===== src/rtl/tmaf_pkg.sv =====
// shared types and constants of the thermometer measure and average controller
package tmaf_pkg;

  localparam int RAW_W       = 16;
  localparam int PHASE_W     = 2;
  localparam int AVG_W       = 18;
  localparam int SAMPLES_DEF = 8;

  // 273.15 K expressed in hundredths of a degree
  localparam int OFFSET_CENTI = 27315;

  typedef enum logic [PHASE_W-1:0] {
    ST_WAITING   = 2'd0,
    ST_MEASURING = 2'd1,
    ST_DISPLAY   = 2'd2
  } state_t;

endpackage


===== src/rtl/tmaf_if.sv =====
// valid/ready channel interfaces for tick items and result items
interface tmaf_in_if;
  logic                        valid;
  logic                        ready;
  logic                        button_pressed;
  logic                        sample_valid;
  logic [tmaf_pkg::RAW_W-1:0]  raw_temp;

  modport source (output valid, output button_pressed, output sample_valid,
                  output raw_temp, input ready);
  modport sink   (input valid, input button_pressed, input sample_valid,
                  input raw_temp, output ready);
  modport monitor (input valid, input ready, input button_pressed,
                   input sample_valid, input raw_temp);
endinterface

interface tmaf_out_if;
  logic                               valid;
  logic                               ready;
  logic [tmaf_pkg::PHASE_W-1:0]       phase;
  logic                               read_request;
  logic                               result_valid;
  logic signed [tmaf_pkg::AVG_W-1:0]  average_centi_c;

  modport source (output valid, output phase, output read_request,
                  output result_valid, output average_centi_c, input ready);
  modport sink   (input valid, input phase, input read_request,
                  input result_valid, input average_centi_c, output ready);
  modport monitor (input valid, input ready, input phase, input read_request,
                   input result_valid, input average_centi_c);
endinterface


===== src/rtl/tmaf_avg_div.sv =====
// two-stage divide of the doubled sample sum by the sample count, with offset removal
module tmaf_avg_div #(
  parameter int SAMPLES = tmaf_pkg::SAMPLES_DEF,
  parameter int X_W     = 20
) (
  input  logic                              clk,
  input  logic                              en,
  input  logic [X_W-1:0]                    x_i,
  input  logic                              neg_i,
  output logic signed [tmaf_pkg::AVG_W-1:0] avg_o
);

  localparam int K      = X_W;
  localparam int S_W    = $clog2(SAMPLES + 1);
  localparam int CALC_W = X_W + 2;
  localparam logic [K:0] RECIP = (K+1)'((64'd1 << K) / SAMPLES);

  logic [X_W+K:0]     prod;
  logic [X_W-1:0]     q_est_r;
  logic [X_W-1:0]     x_r;
  logic               neg_r;
  logic [X_W+S_W-1:0] qs;
  logic [X_W-1:0]     rem;
  logic               rem_hi;
  logic [X_W-1:0]     rem_fix;
  logic [X_W-1:0]     q_fix;
  logic               ceil_add;
  logic signed [CALC_W-1:0] avg_wide;

  // reciprocal estimate is the true quotient or one below it
  assign prod = (X_W+K+1)'(x_i) * (X_W+K+1)'(RECIP);

  always_ff @(posedge clk) begin
    if (en) begin
      q_est_r <= prod[K +: X_W];
      x_r     <= x_i;
      neg_r   <= neg_i;
    end
  end

  always_comb begin
    qs       = {{S_W{1'b0}}, q_est_r} * (X_W+S_W)'(SAMPLES);
    rem      = x_r - qs[X_W-1:0];
    rem_hi   = (rem >= X_W'(SAMPLES));
    rem_fix  = rem_hi ? (rem - X_W'(SAMPLES)) : rem;
    q_fix    = q_est_r + X_W'(rem_hi);
    // negative totals truncate towards zero, so round the quotient up
    ceil_add = neg_r && (rem_fix != '0);
    avg_wide = $signed({2'b00, q_fix}) + $signed(CALC_W'(ceil_add))
             - $signed(CALC_W'(tmaf_pkg::OFFSET_CENTI));
    avg_o    = avg_wide[tmaf_pkg::AVG_W-1:0];
  end

endmodule


===== src/rtl/thermometer_measure_average_fsm.sv =====
// top level of the thermometer measure and average controller
//
// in_if carries one tick per transfer: a button event and an optional raw
// sensor sample (0.02 K per lsb). out_if returns one result per tick: the
// phase after the tick, a read request, a flag on the tick an average was
// completed and the latest average in hundredths of a degree Celsius.
// The controller steps waiting -> measuring -> displaying -> waiting; a button
// press is held until a waiting or displaying tick uses it.
// Throughput is one tick per cycle while out_if is not stalled; the state update
// and accumulation sit in the first stage, the reciprocal multiply of the
// averaging divide in the second and its remainder correction in the third.
// While out_if is stalled the whole pipeline holds and in_if.ready is low;
// the result register frees as soon as its transfer completes.
// A synchronous reset returns to waiting with no pending press, a zero sum
// and a zero average, and empties the pipeline.
module thermometer_measure_average_fsm #(
  parameter int SAMPLES = tmaf_pkg::SAMPLES_DEF
) (
  input  logic      clk,
  input  logic      rst_n,
  tmaf_in_if.sink   in_if,
  tmaf_out_if.source out_if
);

  localparam int CNT_W = $clog2(SAMPLES + 1);
  localparam int SUM_W = tmaf_pkg::RAW_W + $clog2(SAMPLES);
  localparam int X_W   = SUM_W + 1;
  localparam logic [X_W:0] OFF_TOTAL = (X_W+1)'(tmaf_pkg::OFFSET_CENTI * SAMPLES);

  tmaf_pkg::state_t state_r, state_nxt;
  logic             pend_r, pend_nxt;
  logic             first_r, first_nxt;
  logic [CNT_W-1:0] cnt_r, cnt_nxt;
  logic [SUM_W-1:0] sum_r, sum_nxt;

  logic             pend;
  logic [CNT_W-1:0] cnt_acc;
  logic [SUM_W-1:0] sum_acc;
  logic             req;
  logic             done;
  logic [X_W-1:0]   x;

  logic en;
  logic in_fire;

  // pipeline stages
  logic                               v1_r, v2_r, out_valid_r;
  tmaf_pkg::state_t                   phase1_r, phase2_r;
  logic                               req1_r, req2_r, done1_r, done2_r;
  logic [X_W-1:0]                     x1_r;
  logic                               neg1_r;
  logic signed [tmaf_pkg::AVG_W-1:0]  avg;
  logic signed [tmaf_pkg::AVG_W-1:0]  last_avg_r, last_avg_nxt;
  logic [tmaf_pkg::PHASE_W-1:0]       out_phase_r;
  logic                               out_req_r, out_done_r;
  logic signed [tmaf_pkg::AVG_W-1:0]  out_avg_r;

  assign en          = !out_valid_r || out_if.ready;
  assign in_if.ready = en;
  assign in_fire     = in_if.valid && en;

  always_comb begin
    pend      = pend_r | in_if.button_pressed;
    state_nxt = state_r;
    pend_nxt  = pend;
    first_nxt = first_r;
    cnt_acc   = cnt_r;
    sum_acc   = sum_r;
    cnt_nxt   = cnt_r;
    sum_nxt   = sum_r;
    req       = 1'b0;
    done      = 1'b0;
    unique case (state_r)
      tmaf_pkg::ST_WAITING: begin
        if (pend) begin
          pend_nxt  = 1'b0;
          state_nxt = tmaf_pkg::ST_MEASURING;
        end
      end
      tmaf_pkg::ST_MEASURING: begin
        if (first_r) begin
          req       = 1'b1;
          first_nxt = 1'b0;
        end
        if (in_if.sample_valid) begin
          sum_acc = sum_r + SUM_W'(in_if.raw_temp);
          cnt_acc = cnt_r + CNT_W'(1);
          if (cnt_acc != CNT_W'(SAMPLES)) begin
            req = 1'b1;
          end
        end
        cnt_nxt = cnt_acc;
        sum_nxt = sum_acc;
        if (cnt_acc == CNT_W'(SAMPLES)) begin
          done      = 1'b1;
          cnt_nxt   = '0;
          sum_nxt   = '0;
          first_nxt = 1'b1;
          state_nxt = tmaf_pkg::ST_DISPLAY;
        end
      end
      tmaf_pkg::ST_DISPLAY: begin
        if (pend) begin
          pend_nxt  = 1'b0;
          state_nxt = tmaf_pkg::ST_WAITING;
        end
      end
      default: begin
        state_nxt = tmaf_pkg::ST_WAITING;
      end
    endcase
    x = {sum_acc, 1'b0};
  end

  always_ff @(posedge clk) begin
    if (!rst_n) begin
      state_r <= tmaf_pkg::ST_WAITING;
      pend_r  <= 1'b0;
      first_r <= 1'b1;
      cnt_r   <= '0;
      sum_r   <= '0;
    end else if (in_fire) begin
      state_r <= state_nxt;
      pend_r  <= pend_nxt;
      first_r <= first_nxt;
      cnt_r   <= cnt_nxt;
      sum_r   <= sum_nxt;
    end
  end

  always_ff @(posedge clk) begin
    if (!rst_n) begin
      v1_r        <= 1'b0;
      v2_r        <= 1'b0;
      out_valid_r <= 1'b0;
      last_avg_r  <= '0;
    end else if (en) begin
      v1_r        <= in_fire;
      v2_r        <= v1_r;
      out_valid_r <= v2_r;
      last_avg_r  <= last_avg_nxt;
    end
  end

  always_ff @(posedge clk) begin
    if (en) begin
      phase1_r    <= state_nxt;
      req1_r      <= req;
      done1_r     <= done;
      x1_r        <= x;
      neg1_r      <= ({1'b0, x} < OFF_TOTAL);
      phase2_r    <= phase1_r;
      req2_r      <= req1_r;
      done2_r     <= done1_r;
      out_phase_r <= phase2_r;
      out_req_r   <= req2_r;
      out_done_r  <= done2_r;
      out_avg_r   <= last_avg_nxt;
    end
  end

  tmaf_avg_div #(
    .SAMPLES (SAMPLES),
    .X_W     (X_W)
  ) u_avg_div (
    .clk   (clk),
    .en    (en),
    .x_i   (x1_r),
    .neg_i (neg1_r),
    .avg_o (avg)
  );

  // average moves on only with a completed measurement in the last stage
  assign last_avg_nxt = (v2_r && done2_r) ? avg : last_avg_r;

  assign out_if.valid           = out_valid_r;
  assign out_if.phase           = out_phase_r;
  assign out_if.read_request    = out_req_r;
  assign out_if.result_valid    = out_done_r;
  assign out_if.average_centi_c = out_avg_r;

endmodule


===== src/flat_wrapper.sv =====
// flat-port wrapper written by rule: the top's interface ports become plain ports
module thermometer_measure_average_fsm_flat 
#(
  parameter int SAMPLES = tmaf_pkg::SAMPLES_DEF
)
  (clk, rst_n, in_if_valid, in_if_button_pressed, in_if_sample_valid, in_if_raw_temp, in_if_ready, out_if_valid, out_if_phase, out_if_read_request, out_if_result_valid, out_if_average_centi_c, out_if_ready);
  tmaf_in_if in_if_i ();
  tmaf_out_if out_if_i ();
  input  logic clk;
  input  logic rst_n;
  input wire logic [$bits(in_if_i.valid)-1:0] in_if_valid;
  input wire logic [$bits(in_if_i.button_pressed)-1:0] in_if_button_pressed;
  input wire logic [$bits(in_if_i.sample_valid)-1:0] in_if_sample_valid;
  input wire logic [$bits(in_if_i.raw_temp)-1:0] in_if_raw_temp;
  output wire logic [$bits(in_if_i.ready)-1:0] in_if_ready;
  output wire logic [$bits(out_if_i.valid)-1:0] out_if_valid;
  output wire logic [$bits(out_if_i.phase)-1:0] out_if_phase;
  output wire logic [$bits(out_if_i.read_request)-1:0] out_if_read_request;
  output wire logic [$bits(out_if_i.result_valid)-1:0] out_if_result_valid;
  output wire logic [$bits(out_if_i.average_centi_c)-1:0] out_if_average_centi_c;
  input wire logic [$bits(out_if_i.ready)-1:0] out_if_ready;
  assign in_if_i.valid = in_if_valid;
  assign in_if_i.button_pressed = in_if_button_pressed;
  assign in_if_i.sample_valid = in_if_sample_valid;
  assign in_if_i.raw_temp = in_if_raw_temp;
  assign in_if_ready = in_if_i.ready;
  assign out_if_valid = out_if_i.valid;
  assign out_if_phase = out_if_i.phase;
  assign out_if_read_request = out_if_i.read_request;
  assign out_if_result_valid = out_if_i.result_valid;
  assign out_if_average_centi_c = out_if_i.average_centi_c;
  assign out_if_i.ready = out_if_ready;
  thermometer_measure_average_fsm #(.SAMPLES(SAMPLES)) u_core (.clk(clk), .rst_n(rst_n), .in_if(in_if_i), .out_if(out_if_i));
endmodule

===== config.mk =====
export PLATFORM = sky130hd
export DESIGN_NAME = thermometer_measure_average_fsm_flat
export DESIGN_NICKNAME = d
export VERILOG_FILES = /design/src/rtl/tmaf_pkg.sv /design/src/rtl/tmaf_if.sv /design/src/rtl/tmaf_avg_div.sv /design/src/rtl/thermometer_measure_average_fsm.sv /design/src/flat_wrapper.sv
export SDC_FILE = /design/constraint.sdc
export NUM_CORES = 1
export LEC_CHECK = 0
export ABC_CLOCK_PERIOD_IN_PS = 4800
export BUFFER_PORTS_ARGS = -buffer_cell sky130_fd_sc_hd__clkbuf_2
export CAP_MARGIN = 30
export CORE_MARGIN = 2
export CORE_UTILIZATION = 30
export DETAILED_ROUTE_END_ITERATION = 12
export PLACE_DENSITY_LB_ADDON = 0.2
export SYNTH_ARGS = -nofsm -noshare
export SYNTH_HDL_FRONTEND = slang
export SYNTH_HIERARCHICAL = 1
export SYNTH_SLANG_ARGS = --single-unit

===== constraint.sdc =====
create_clock -name clk -period 4.8 [get_ports clk]
set_input_delay 0.96 -clock clk [delete_from_list [all_inputs] [get_ports clk]]
set_output_delay 0.96 -clock clk [all_outputs]
set_load 0.02 [all_outputs]

==> reports/metrics.yaml, run 1 <==
status: "complete, no violations"
die_w_um: 143.8
timing.fmax_ghz: 0.2804
ys_seq_elements: 119
ir_drop_v: 0.0002463
tightestPinTransition_ps: 948.5
relSlewSlack_pct: 36.54
synthCells: 570
hold_class: "reg -> reg"
dominantRegCellSynth: "edfxtp_1"
grt_pass1_vias: 4063
drive_gt1_share_pct: 16.27
syn-cell-area_sq_um: 5862
antenna_found_initial: 0
cp.required_ps: 4960
total_power_mw: 2.444
globalplace.congestion: 0.8601
worst-path-max-fanout: 3
grt_pass1_wl_um: 19220
crit_path_cell_trace: "clkbuf_2 > ha_1 > fa_1 > a21o_1 > a221oi_1 > a31o_1 > xor2_1 > o21ai_0 > nor2_1 > a211oi_1 > o21ai_0 > a21o_1"
ant_nets: 0
vias: 4136
drt-total-wl_um: 11580
finalInstanceArea_sq_um: 6900
post_cts_buffers: 0
fin_crit_sh_pct: 74.31
post_cts_resized: 0
rows: 51
setup.worst_path.end_class: "flip-flop"
maxCapViolCount: 0
arrival_ps: 3730
synthArstFlopShare_pct: 0
portBuffers: 45
cp_slowest_cell: "a221oi_1"
routed_via_density: 4.606
overflow: 0
insertion_delay_ps: 410
clk_pin_slew_ps: 50
initial_core_util_pct: 30.32
max_stage_delay_ps: 450
synth.distinct_cells: 59
cts_sinks: 119
power.density_nw_per_um2: 354.2
postPlaceCellArea_sq_um: 6385
num-nets-final: 677
cts.path.max_buffers: 2
diodes: 0
post-route-drc-count: 0
finalSetupViolCount: 0
dp_hpwl_um: 8040
fin_skew_ps: 9.910
die_y_um: 143.8
hold_violations: 0
root_buffer: "clkbuf_16"
io-pin-count: 46
syn_nets: 627
grt_max_degree: 51
numCtsBuffers: 17
fin_crit_ps: 3567
fin_setup_tns_ps: 0
ys_warn_count: 6
synth-edff-count: 71
report.final.slew_viol_count: 0
ctsHoldBuffers: 0
tritoncts: "built"
syn_avg_cell_area_sq_um: 10.28
critPathKind: "in -> reg"
drt_iter0_drc: 219
cp-start-kind: "input pin"
first_pass_iters: 4
ys_seq_area_share_pct: 52.76
grt_use_total_pct: 11.80
core-area_sq_um: 19330
rsz0062_at_grt: "false"
htree_levels: 4
post-route-util_pct: 35.69
leakage_nw: 2.805
routedWlPerCell_um: 12.89
area_delta_synth_final_pct: 17.72
dieArea_sq_um: 20670
==> metal layers <==
metal / vias up / part of all wire [%] / track usage, %
met5: - / 0 / 0
met4: 0 / 1.6 / 5.057
met3: 13 / 4.4 / 3.565
met2: 74 / 47 / 19.17
met1: 1918 / 47 / 14.53
li1: 2131 / - / -
==> logic make-up (layout without fill, tap and decap cells) <==
family	Yosys count	in the layout	share of synthesized area, %
other	1	1	0.06397
multiplexers	18	18	3.458
flip-flops	119	119	52.76
AND/OR/NAND/NOR	192	192	14.07
AO/OA/AOI/OAI	131	131	14.22
adder cells (fa/ha/maj)	35	35	7.599
buffers and inverters	38	101	2.455
XOR/XNOR	36	36	5.379
==> per-stage QoR <==
| step | hold slack, ps | instances | worst slack, ps |
|---|---|---|---|
| CTS | 413.9 | 898 | 1306 |
| detailed placement | 404.5 | 866 | 869.7 |
| global placement | 402.3 | 865 | 872.3 |
| global route | 416.1 | 898 | 1051 |
| floorplan | 400.3 | 570 | 409.9 |
| finish | 412.2 | 898 | 1233 |
==> cells in the mapped netlist, drive strengths merged (4+ instances only) <==
master / count / area [sq um]
nand2: 98 / 370.4
edfxtp: 71 / 2132
nor2: 55 / 206.5
a21oi: 54 / 274.0
dfxtp: 48 / 960.9
ha: 34 / 425.4
o21ai: 27 / 135.1
xnor2: 21 / 183.9
inv: 20 / 75.07
mux2: 18 / 202.7
xor2: 15 / 131.4
clkbuf: 14 / 52.55
a22oi: 10 / 75.07
a211oi: 7 / 57.55
a21o: 7 / 52.55
a31oi: 6 / 37.54
nand3: 6 / 35.03
nor3: 6 / 30.03
nand4: 5 / 31.28
buf: 4 / 16.26
nor2b: 4 / 25.02
==> power by group <==
part / internal, mW / switching (mW)
Clock: 0.691 / 0.412
Combinational: 0.0734 / 0.120
Sequential: 1.13 / 0.0204
==> area by class of cell <==
cell class	instances	area [sq um]
clock buffers	26	489.2
clock inverters	6	26.28
fillers	1901	12430
inverters	20	76.32
multi-input cells	413	2625
flip-flops and latches	119	3093
well taps	265	331.6
repair buffers	49	259.0
==> registers in the layout (all words and copies together), names as in the netlist, 2 cells and up <==
register                       count
u_core/u_avg_div/x_r              20
u_core/cnt_r                       4
u_core/phase1_r                    2
u_core/x1_r                       19
u_core/sum_r                      19
u_core/phase2_r                    2
u_core/out_if.phase                2
u_core/last_avg_r                 18
u_core/state_r                     2
u_core/out_if.average_centi_c     18
==> worst max-delay path: cells and delay by family <==
kind,cells,cell delay [ps]
fa+ha+maj,2,620
compound gates,7,1880
xor+xnor,1,90
simple gates,1,100
buf+inv,1,80
==> cells in the final DEF (no fill, tap or decap), types with 17 or more instances in the layout <==
cell | Yosys | routed
a21oi_1 | 53 | 53
clkbuf_16 | 0 | 17
clkbuf_2 | 0 | 45
dfxtp_1 | 48 | 48
edfxtp_1 | 71 | 71
ha_1 | 34 | 34
inv_1 | 19 | 18
mux2_2 | 18 | 18
nand2_1 | 97 | 97
nor2_1 | 55 | 55
o21ai_0 | 21 | 21
xnor2_1 | 21 | 21
==> final timing paths <==
check,start,to,slack [ps],cells past startpoint
hold reg to reg,u_core/x1_r[4],u_core/u_avg_div/x_r[4],410,0
hold / removal,u_core/x1_r[4],u_core/u_avg_div/x_r[4],410,0
setup reg to reg,u_core/sum_r[0],u_core/neg1_r,1540,11
setup / recovery,in_if_raw_temp[0],u_core/neg1_r,1230,12
Note: power is estimated with default switching activity, not from simulation.
==> inputs of run 2 (changes only) <==
--- a/config.mk
+++ b/config.mk
@@ -5,7 +5,8 @@
 export SDC_FILE = /design/constraint.sdc
 export NUM_CORES = 1
 export LEC_CHECK = 0
-export ABC_CLOCK_PERIOD_IN_PS = 4800
+export ABC_AREA = 1
+export ABC_CLOCK_PERIOD_IN_PS = 3150
 export BUFFER_PORTS_ARGS = -buffer_cell sky130_fd_sc_hd__clkbuf_2
 export CAP_MARGIN = 30
 export CORE_MARGIN = 2
==> constraint.sdc (replaced) <==
create_clock -name clk -period 3.15 [get_ports clk]
set_input_delay 0.63 -clock clk [delete_from_list [all_inputs] [get_ports clk]]
set_output_delay 0.63 -clock clk [all_outputs]
set_load 0.02 [all_outputs]
==> run 2 against run 1 <==
Compared with the run above: sequential share of layout area fell by 5.7 points; area after synthesis rose by 15%; die area up 15%; register-to-register slack worse by 830 ps; combinational power rose to 2.8 times the previous value; design area rose by 15%; critical path depth is 4 higher; first-iteration DRC count grew 21%; hold slack better by 2.9 ps; setup slack worse by 520 ps; critical path type is now reg -> reg; largest power group is now the clock network.
==> reports/metrics.yaml, run 2 <==
drt_iter0_drc: 266  # +21%
antenna_found_initial: 0  # unchanged
grt_max_degree: 57  # +12%
htree_levels: 4  # unchanged
final_cells: 1201  # +34%
finalSetupViolCount: 0  # unchanged
reg_top3: "u_core/u_avg_div/x_r (20), u_core/sum_r (19), u_core/x1_r (19)"
fin_crit_ps: 2441
first_pass_iters: 7  # +3
worst-path-max-fanout: 4  # +1
synthArstFlopShare_pct: 0  # unchanged
core-area_sq_um: 21960  # +14%
finalInstanceArea_sq_um: 7908  # +15%
final_common_cell: "nand2_1"
crit_family: "simple AND/OR/NAND/NOR gates"
post_cts_resized: 0  # unchanged
initial_core_util_pct: 30.69  # +0.37 points
area_delta_synth_final_pct: 17.34
syn_nets: 914  # +46%
synth_common_cells: "nand2_1 (239), inv_1 (113), edfxtp_1 (71), nand3_1 (69), nor2_1 (68)"
grtUsageMet2_pct: 20.70  # +1.5 points
power.density_nw_per_um2: 562.1  # +59%
cts_sinks: 119  # unchanged
die_y_um: 153.9  # +7.0%
die_w_um: 153.9  # +7.0%
fin_setup_tns_ps: 0  # unchanged
maxCapViolCount: 0  # unchanged
cts.path.max_buffers: 2  # unchanged
synthCells: 857  # +50%
grt_busiest_layer: "met2"
top_register: "u_core/u_avg_div/x_r"
rows: 54  # +5.9%
grt_pass1_wl_um: 25110  # +31%
grt_pass1_vias: 5057  # +24%
routed_via_density: 4.426  # -3.9%
fin_crit_sh_pct: 77.51
io-pin-count: 46  # unchanged
ys_seq_area_share_pct: 45.90  # -6.9 points
cp_slowest_cell: "edfxtp_1"
fin_skew_ps: 10.35  # +0.4378 ps
num-nets-final: 965  # +43%
relSlewSlack_pct: 46.54  # +10 points
ys_warn_count: 6  # unchanged
drt-total-wl_um: 14520  # +25%
hold_violations: 0  # unchanged
post-synth-top-area-cell: "edfxtp_1"
post_cts_buffers: 0  # unchanged
critPathKind: "reg -> reg"
grt_use_met1_pct: 17.88  # +3.4 points
synth_top_area_share_pct: 31.64  # -4.7 points
leakage_nw: 3.695  # +32%
ant_nets: 0  # unchanged
routedWlPerCell_um: 12.09  # -6.2%
path_buf_inv: 1  # unchanged
clk_pin_slew_ps: 60  # about the same
synth-edff-count: 71  # unchanged
synthMostInstantiatedCell: "nand2_1"
met3_usage_pct: 3.551  # -0.014 points
hold_class: "reg -> reg"
most-common-layout-cells: "nand2_1 (239), inv_1 (112), edfxtp_1 (71)"
timing.fmax_ghz: 0.4096
postPlaceCellArea_sq_um: 7281  # +14%
report.final.slew_viol_count: 0  # unchanged
insertion_delay_ps: 410  # about the same
diodes: 0  # unchanged
ys_seq_elements: 119  # unchanged
ir_drop_v: 0.0003479  # +41%
synth.distinct_cells: 43  # -27%
globalplace.congestion: 0.8410  # -2.2%
post-route-drc-count: 0  # unchanged
setup.worst_path.end_class: "flip-flop"
largest_reg_flops: 20  # unchanged
arrival_ps: 2750  # -980 ps
rsz0062_at_grt: "false"
cp-start-kind: "flip-flop"
numCtsBuffers: 17  # unchanged
grt_use_total_pct: 13.17  # +1.4 points
place_inst: 1169  # +35%
tightestPinTransition_ps: 797.0  # -151.4 ps
yosys-top-cells-area: "edfxtp_1 (32%), dfxtp_1 (14%), nand2_1 (13%), ha_1 (6.3%), inv_1 (6.3%)"
cp.required_ps: 3460  # -1500 ps
portBuffers: 45  # unchanged
syn_avg_cell_area_sq_um: 7.863  # -24%
max_stage_delay_ps: 360  # -90 ps
syn-cell-area_sq_um: 6739  # +15%
tritoncts: "built"
dieArea_sq_um: 23680  # +15%
dp_hpwl_um: 10270  # +28%
overflow: 0  # unchanged
dominantRegCellSynth: "edfxtp_1"
crit_path_cell_trace: "o31ai_1 > ha_1 > inv_1 > ha_1 > ha_1 > nand3_1 > nand2_2 > nand2_1 > nand2_2 > nand2_1 > nand3_1 > nand2_1 > nor2_1 > a21oi_1 > nor2_1 > a211oi_1"
status: "complete, no violations"
ctsHoldBuffers: 0  # unchanged
drive_gt1_share_pct: 15.09  # -1.2 points
vias: 5316  # +29%
reg2reg_slack_ps: 710  # -830 ps
root_buffer: "clkbuf_16"
[run 2: cell types whose count changed after synthesis, sizes merged, moves of 9 or more]
cell,previous run,this run
nor2,55,76
a211oi,7,19
xnor2,21,5
inv,20,126
nand2,98,254
or2,1,14
a22oi,10,0
nand3,6,69
mux2,18,0
a21oi,54,63
[run 2: logic make-up after synthesis]
| logic type | Yosys count | share of synthesized area, % |
|---|---|---|
| adder cells (fa/ha/maj) | 35 | 6.610 |
| AND/OR/NAND/NOR | 429 | 27.46 |
| AO/OA/AOI/OAI | 109 | 9.451 |
| XOR/XNOR | 13 | 1.690 |
| other | 1 | 0.05565 |
| buffers and inverters | 151 | 8.838 |
| flip-flops | 119 | 45.90 |
[run 2: final cells by class]
| type | instances | area (sq um) |
|---|---|---|
| fill | 2271 | 14050 |
| multi-input combinational | 587 | 3053 |
| clock buffer | 19 | 432.9 |
| inverter | 128 | 484.2 |
| timing repair buffer | 55 | 300.3 |
| clock inverter | 13 | 193.9 |
| sequential | 119 | 3093 |
| tap | 280 | 350.3 |
[run 2: per-layer routing]
layer	up-vias	wire, um
met3	7	547
li1	2872	-
met2	83	6328
met4	0	87
met1	2354	7552
met5	-	0
[run 2: worst reg2reg max path, stage by stage (launching register included)]
cell	delay, ps
edfxtp_1	360
o31ai_1	250
ha_1	180
inv_1	40
ha_1	190
ha_1	210
nand3_1	120
nand2_2	100
nand2_1	90
nand2_2	80
nand2_1	80
nand3_1	60
nand2_1	80
nor2_1	40
a21oi_1	220
nor2_1	60
a211oi_1	160
[run 2: power breakdown]
part | leakage, nW | total (mW) | internal [mW] | switching (mW)
combinational | 2.17 | 0.543 | 0.187 | 0.355
sequential | 1.22 | 1.82 | 1.77 | 0.0474
clock | 0.303 | 2.08 | 1.34 | 0.748
[run 2: per-stage QoR]
| stage | utilization, % | hold slack [ps] | setup WS (ps) | power (mW) |
|---|---|---|---|---|
| 2_1_floorplan | - | 400.3 | 11.95 | 2.249 |
| 3_3_place_gp | 33.16 | 400.9 | 407.7 | 2.393 |
| 3_5_place_dp | 33.16 | 404.5 | 393.4 | 2.396 |
| 4_1_cts | 36.01 | 414.6 | 649.9 | 4.504 |
| 5_1_grt | 36.01 | 420.9 | 392.3 | 4.668 |
| 6_report | 36.01 | 415.1 | 708.5 | 4.445 |
[run 2: worst paths after layout]
path,from,endpoint,depth (start not counted)
worst min register to register,u_core/x1_r[6],u_core/u_avg_div/x_r[6],0
worst max-delay path,u_core/u_avg_div/x_r[2],u_core/last_avg_r[17],16
worst min-delay path,u_core/x1_r[6],u_core/u_avg_div/x_r[6],0
worst max register to register,u_core/u_avg_div/x_r[2],u_core/last_avg_r[17],16
